$ cat src/dcps_pkg.sv
`default_nettype none

package dcps_pkg;

    localparam int COUNTS_PER_RADIAN_DEF = 41;
    localparam int SPEED_DIVISOR_DEF     = 2;

    localparam int CFG_INDEX_W = 3;
    localparam int CFG_DATA_W  = 32;

    localparam int FRAC_W      = 16;
    localparam int GAIN_FRAC_W = 24;
    localparam int SUM_W       = 48;
    localparam int DIVIDEND_W  = SUM_W + FRAC_W;
    localparam int PWM_W       = 14;

    typedef enum logic [CFG_INDEX_W-1:0] {
        CFG_POSITION_TOLERANCE  = 3'd0,
        CFG_DRIVE_LIMIT         = 3'd1,
        CFG_POSITION_GAIN       = 3'd2,
        CFG_ERROR_GAIN          = 3'd3,
        CFG_PREVIOUS_ERROR_GAIN = 3'd4,
        CFG_PWM_CENTER          = 3'd5,
        CFG_PWM_SLOPE           = 3'd6
    } cfg_index_t;

    typedef struct packed {
        logic [30:0] position_tolerance;
        logic [30:0] drive_limit;
        logic [31:0] position_gain;
        logic [31:0] error_gain;
        logic [31:0] previous_error_gain;
        logic [13:0] pwm_center;
        logic [11:0] pwm_slope;
    } cfg_t;

    localparam cfg_t CFG_RESET = '{
        position_tolerance:  31'd6554,
        drive_limit:         31'd786432,
        position_gain:       32'd23051993,
        error_gain:          32'd33554,
        previous_error_gain: 32'd83886,
        pwm_center:          14'd4200,
        pwm_slope:           12'd341
    };

    typedef struct packed {
        logic signed [15:0] left_count_delta;
        logic signed [15:0] right_count_delta;
        logic signed [15:0] left_target;
        logic signed [15:0] right_target;
        logic               clear_position;
    } tick_t;

    typedef struct packed {
        logic [PWM_W-1:0]   left_pwm;
        logic [PWM_W-1:0]   right_pwm;
        logic               left_enable;
        logic               right_enable;
        logic signed [31:0] left_drive;
        logic signed [31:0] right_drive;
        logic signed [31:0] left_angle;
        logic signed [31:0] right_angle;
    } result_t;

    typedef enum logic [4:0] {
        OP_NOP,
        OP_LOAD,
        OP_ACC,
        OP_DIV_ANGLE,
        OP_ANGLE,
        OP_DIV_SPEED,
        OP_SPEED,
        OP_MUL_PGAIN,
        OP_STARGET,
        OP_SERR,
        OP_MUL_EGAIN,
        OP_MUL_PEGAIN,
        OP_SUM,
        OP_CLAMP,
        OP_MUL_SLOPE,
        OP_PWM,
        OP_PUBLISH
    } dp_op_t;

    typedef struct packed {
        dp_op_t op;
        logic   motor;
    } cmd_t;

    typedef struct packed {
        logic div_busy;
        logic out_full;
    } status_t;

    function automatic logic signed [31:0] sat_s32(input logic signed [65:0] v);
        if (v > 66'sd2147483647)
        begin
            return 32'sh7FFF_FFFF;
        end
        else if (v < -66'sd2147483648)
        begin
            return 32'sh8000_0000;
        end
        else
        begin
            return v[31:0];
        end
    endfunction

endpackage

`default_nettype wire

$ cat src/dcps_controller.sv
`default_nettype none

module dcps_controller (
    input  wire logic              clk,
    input  wire logic              rst_n,
    input  wire logic              tick_valid,
    input  wire dcps_pkg::status_t status,
    output dcps_pkg::cmd_t         cmd,
    output logic                   busy
);
    import dcps_pkg::*;

    typedef enum logic [4:0] {
        ST_IDLE,
        ST_ACC,
        ST_DIV_ANGLE,
        ST_WAIT_ANGLE,
        ST_ANGLE,
        ST_DIV_SPEED,
        ST_WAIT_SPEED,
        ST_SPEED,
        ST_MUL_PGAIN,
        ST_STARGET,
        ST_SERR,
        ST_MUL_EGAIN,
        ST_MUL_PEGAIN,
        ST_SUM,
        ST_CLAMP,
        ST_MUL_SLOPE,
        ST_PWM,
        ST_FINISH
    } state_t;

    state_t state_reg, state_next;
    logic   motor_reg, motor_next;

    always_comb
    begin
        state_next = state_reg;
        motor_next = motor_reg;
        case (state_reg)
            ST_IDLE:
            begin
                if (tick_valid)
                begin
                    state_next = ST_ACC;
                    motor_next = 1'b0;
                end
            end
            ST_ACC:        state_next = ST_DIV_ANGLE;
            ST_DIV_ANGLE:  state_next = ST_WAIT_ANGLE;
            ST_WAIT_ANGLE:
            begin
                if (!status.div_busy)
                begin
                    state_next = ST_ANGLE;
                end
            end
            ST_ANGLE:      state_next = ST_DIV_SPEED;
            ST_DIV_SPEED:  state_next = ST_WAIT_SPEED;
            ST_WAIT_SPEED:
            begin
                if (!status.div_busy)
                begin
                    state_next = ST_SPEED;
                end
            end
            ST_SPEED:      state_next = ST_MUL_PGAIN;
            ST_MUL_PGAIN:  state_next = ST_STARGET;
            ST_STARGET:    state_next = ST_SERR;
            ST_SERR:       state_next = ST_MUL_EGAIN;
            ST_MUL_EGAIN:  state_next = ST_MUL_PEGAIN;
            ST_MUL_PEGAIN: state_next = ST_SUM;
            ST_SUM:        state_next = ST_CLAMP;
            ST_CLAMP:      state_next = ST_MUL_SLOPE;
            ST_MUL_SLOPE:  state_next = ST_PWM;
            ST_PWM:
            begin
                if (motor_reg)
                begin
                    state_next = ST_FINISH;
                end
                else
                begin
                    state_next = ST_ACC;
                    motor_next = 1'b1;
                end
            end
            ST_FINISH:
            begin
                if (!status.out_full)
                begin
                    state_next = ST_IDLE;
                end
            end
            default:       state_next = ST_IDLE;
        endcase
    end

    always_comb
    begin
        cmd.motor = motor_reg;
        case (state_reg)
            ST_IDLE:       cmd.op = tick_valid ? OP_LOAD : OP_NOP;
            ST_ACC:        cmd.op = OP_ACC;
            ST_DIV_ANGLE:  cmd.op = OP_DIV_ANGLE;
            ST_ANGLE:      cmd.op = OP_ANGLE;
            ST_DIV_SPEED:  cmd.op = OP_DIV_SPEED;
            ST_SPEED:      cmd.op = OP_SPEED;
            ST_MUL_PGAIN:  cmd.op = OP_MUL_PGAIN;
            ST_STARGET:    cmd.op = OP_STARGET;
            ST_SERR:       cmd.op = OP_SERR;
            ST_MUL_EGAIN:  cmd.op = OP_MUL_EGAIN;
            ST_MUL_PEGAIN: cmd.op = OP_MUL_PEGAIN;
            ST_SUM:        cmd.op = OP_SUM;
            ST_CLAMP:      cmd.op = OP_CLAMP;
            ST_MUL_SLOPE:  cmd.op = OP_MUL_SLOPE;
            ST_PWM:        cmd.op = OP_PWM;
            ST_FINISH:     cmd.op = status.out_full ? OP_NOP : OP_PUBLISH;
            default:       cmd.op = OP_NOP;
        endcase
    end

    always_ff @(posedge clk or negedge rst_n)
    begin
        if (!rst_n)
        begin
            state_reg <= ST_IDLE;
            motor_reg <= 1'b0;
        end
        else
        begin
            state_reg <= state_next;
            motor_reg <= motor_next;
        end
    end

    assign busy      = (state_reg != ST_IDLE);

endmodule

`default_nettype wire

$ cat config.mk
export PLATFORM = sky130hd
export DESIGN_NAME = dcps_controller
export DESIGN_NICKNAME = d
export VERILOG_FILES = /design/src/dcps_pkg.sv /design/src/dcps_controller.sv
export SDC_FILE = /design/constraint.sdc
export NUM_CORES = 1
export LEC_CHECK = 0
export BUFFER_PORTS_ARGS = -buffer_cell sky130_fd_sc_hd__buf_4
export CORE_AREA = 2 2 39 41
export DETAILED_ROUTE_END_ITERATION = 16
export DIE_AREA = 0 0 41 43
export PLACE_DENSITY = 0.67
export SLEW_MARGIN = 40
export SYNTH_ARGS = -nofsm -noshare
export SYNTH_HDL_FRONTEND = slang
export SYNTH_SLANG_ARGS = --single-unit
$ cat constraint.sdc
create_clock -name clk -period 3.1 [get_ports clk]
set_clock_uncertainty 0.15 [all_clocks]
set_input_delay 0.465 -clock clk [delete_from_list [all_inputs] [get_ports clk]]
set_output_delay 0.465 -clock clk [all_outputs]
set_load 0.1 [all_outputs]
Word level (Yosys, flattened, before mapping)
Index checks and enable logic that the tools add are counted.

ROM bits: 0. Bits in writable memories: 0. Bits in registers: 6. Output and inout port bits: 7. Latch bits: 0. Input port bits: 5. Memories kept: 0.

Bitwise operators: 0. Reductions and logical operators: 5. Shift operators: 0. Order comparisons: 0. Add/subtract/negate cells: 0. Divide/modulo/power cells: 0. Equality and inequality tests: 21. $mul: 0. Multiplexer cells: 11.

Operator list (count): case mux 5 bit (18 select lines) (1); case mux 5 bit (16 select lines) (1); equality test 5 x 4 -> 1 bit (second input constant) (8); 2-to-1 mux 5 bit (6); equality test 5 x 3 -> 1 bit (second input constant) (4); equality test 5 x 2 -> 1 bit (second input constant) (2); equality test 5 bit (second input constant) (2); inequality test 2 bit (second input constant) (4); equality test 5 x 1 -> 1 bit (second input constant) (1); zero test 5 bit (1); nonzero test 5 bit (1); AND reduction 4 bit (1); 2-to-1 mux 1 bit (2); case mux 1 bit (2 select lines) (1); AND reduction 2 bit (1); nonzero test 2 bit (1).

Longest topological paths before layout
Depth in word-level cells: 3. Gate-level depth with buffers: 5.

Least setup slack after synthesis
Ideal clock, no wire load.

Path kind: reg-to-output. Start: register state_reg[0]. End: output port cmd[2] in the netlist's numbering. Path buffers: 1. Arrival time: 3.265 ns. Cell stages (with the launch flop): 5. Slack: -0.780 ns. Path through: dfrtp_1 > buf_2 > or3_1 > and3_1 > o31ai_1.

RTL lines: from (decl) (line dcps_controller.sv:34) `state_t state_reg, state_next;`; from (signal assigned) (line dcps_controller.sv:133) `state_reg <= state_next;`; to (decl) (line dcps_controller.sv:8) `output dcps_pkg::cmd_t cmd,`.

==> reports/metrics.yaml <==
yosys:
  synth-seq-cells: 6
  synth_edf_count: 0
  synth_area_per_cell_um2: 7.95
  yosys_most_used_dff: "dfrtp_1"
  async_flop_share_pct: 100
  synth_nets: 70
  syn-cell-area_um2: 517
  synthesis.instances: 65
  synth-seq-area-share_pct: 29.1
  synth_cell_types: 29
  yosys_warnings: 0
routing:
  routed_via_density: 5.49
  wl_per_cell_um: 12.0
  drcViolationCount: 0
  vias: 489
  ant_nets: 0
  drt-pass1-iter-count: 2
  drt_first_iter_violations: 3
  routed_wl_mm: 1.07
sta:
  relSlewSlack_pct: 62.8
  period_minus_slack_ns: 2.58
  fin_crit_sh_pct: 83.2
  rsz0062_at_grt: "false"
  worst_slew_pin_slew_ns: 0.559
  slew_viol_final: 0
  max_freq_ghz: 0.387
  hold_violations: 0
  finalSetupViolCount: 0
  setup_tns_ns: 0
worst_setup_path:
  slowest_stage: "dfrtp_1"
  crit_path_max_fanout: 18
  crit_buf_inv: 1
  crit_chain: "or3_1 -> and3_1 -> o31ai_2 -> buf_4"
  cp_top_family: "simple AND/OR/NAND/NOR gates"
  endpoint_kind: "primary output"
  worst_ep_required_time_ns: 2.48
  worst-setup-path-type: "reg -> out"
  crit_arrival_ns: 1.97
  cpPeakStageDelay_ns: 0.57
  startpoint_type: "register"
clock_network:
  post_cts_buffers: 0
  clock_latency_ns: 0.24
  cts.sinks: 6
  cts-root-buf: "clkbuf_4"
  ctsResizeCount: 0
  cts_max_path_buffers: 2
  clk_pin_slew_ns: 0.04
  cts_buffers: 3
  htreeDepth: 1
  cts_tree: "done"
  cts-hold-fix-buffers: 1
grt:
  grt_pass1_vias: 406
  grtUsageTotal_pct: 13.5
  antenna_found_initial: 0
  grt_pass1_wl_mm: 1.61
  grt_max_degree: 19
  grt_overflow: 0
status:
  status: "finished, final reports clean"
floorplanning:
  die_x_um: 41
  coreArea_um2: 1380
  dieArea_um2: 1760
  start_util_pct: 37.3
  row_count: 14
  fp.dieH_um: 43
  num_io_pins: 12
final_layout:
  area.growth.synth_to_final_pct: 21.8
  antenna_cells: 0
  drive_above_1_share_pct: 27.4
  largest_reg_flops: 5
  final_nets: 80
  fill_cells: 144
hold_path:
  hp-class: "in -> reg"
run:
  drv_cap: 0
place:
  routabilityCongestion: 0.685
  port_buffers: 11
  post-dp-hpwl_um: 774
-- metrics by stage --
| step | instance area, um2 | hold slack [ns] | util [%] | instances | worst slack (ns) |
|---|---|---|---|---|---|
| final | 629 | 0.364 | 45.5 | 89 | 0.519 |
| after global routing | 629 | 0.366 | 45.5 | 89 | 0.419 |
| after CTS | 629 | 0.357 | 45.5 | 89 | 0.511 |
| after detailed placement | 597 | 0.124 | 43.1 | 85 | 0.777 |
| after global placement | 597 | 0.122 | 43.1 | 85 | 0.830 |
| after floorplan | 532 | 0.0194 | - | 65 | 0.0814 |
-- cell families after synthesis --
logic type | after synthesis | share of synthesized area, %
AND/OR/NAND/NOR | 28 | 28.6
XOR/XNOR | 4 | 6.78
buffers and inverters | 8 | 7.99
multiplexers | 1 | 2.18
flip-flops | 6 | 29.1
AO/OA/AOI/OAI | 18 | 25.4
-- cells in the mapped netlist (2+ instances only) --
cell type  n  area [um2]
a21oi_1    3        15.0
a32o_1     2        20.0
buf_2      6        30.0
dfrtp_1    6         150
nand2_1    9        33.8
nand2b_1   3        18.8
nand3_1    2        10.0
nor2_1     4        15.0
nor3_1     2        10.0
o21ai_0    3        15.0
o22ai_1    2        12.5
o31ai_1    2        15.0
or3_1      3        18.8
xnor2_1    3        26.3
-- worst min-delay path, delay by kind of cell --
kind                   cells  cell delay, ns
buffers and inverters      1            0.08
AO/OA/AOI/OAI              2            0.16
-- cell type report --
type | count | area [um2] | area share [%]
timing repair buffer | 12 | 92.6 | 14.7
inverter | 1 | 3.75 | 0.596
sequential | 6 | 150 | 23.9
clock buffer | 3 | 22.5 | 3.58
tap | 16 | 20.0 | 3.18
multi-input combinational | 51 | 340 | 54.1
-- placed cells by master (no fill, tap or decap) --
cell and count:
xnor2_1 3, nand2_1 9, nor3b_1 1, clkbuf_4 3, nor3_1 1, and3_1 1
nor4bb_1 1, or3_4 1, dfrtp_1 6, nor3_2 1, o21ai_0 3, a21oi_1 3
xor2_1 1, o32a_1 1, o22ai_1 2, buf_4 11, nand2b_1 3, or3_1 3
a22o_1 1, o31ai_2 2, o21ba_2 1, a211oi_1 1, nand3_1 2, a211o_1 1
a32o_1 2, dlygate4sd3_1 1, nor2_1 4, o2bb2ai_1 1, nor2b_1 1, mux2_2 1
inv_1 1
-- final timing paths --
kind	slack, ns	cells after the start	startpoint	end
hold reg to reg	0.39	1	motor_reg	motor_reg
setup reg to reg	1.26	3	state_reg[1]	state_reg[0]
max in group asynchronous	2.27	2	rst_n	state_reg[1]
min in group asynchronous	0.42	2	rst_n	motor_reg
setup / recovery	0.52	4	state_reg[0]	cmd[2]
hold / removal	0.36	3	status[1]	state_reg[2]
-- metal layers --
metal / global-route usage [%] / vias to the layer above / share of wire (%)
li1: - / 251 / -
met1: 18.0 / 228 / 49
met2: 19.1 / 8 / 47
met3: 1.57 / 2 / 2.2
met4: 10.0 / 0 / 1.4
met5: 0 / - / 0
Power is not shown: default switching activity piles up to over one toggle a cycle in this logic, so the estimate is an artifact.
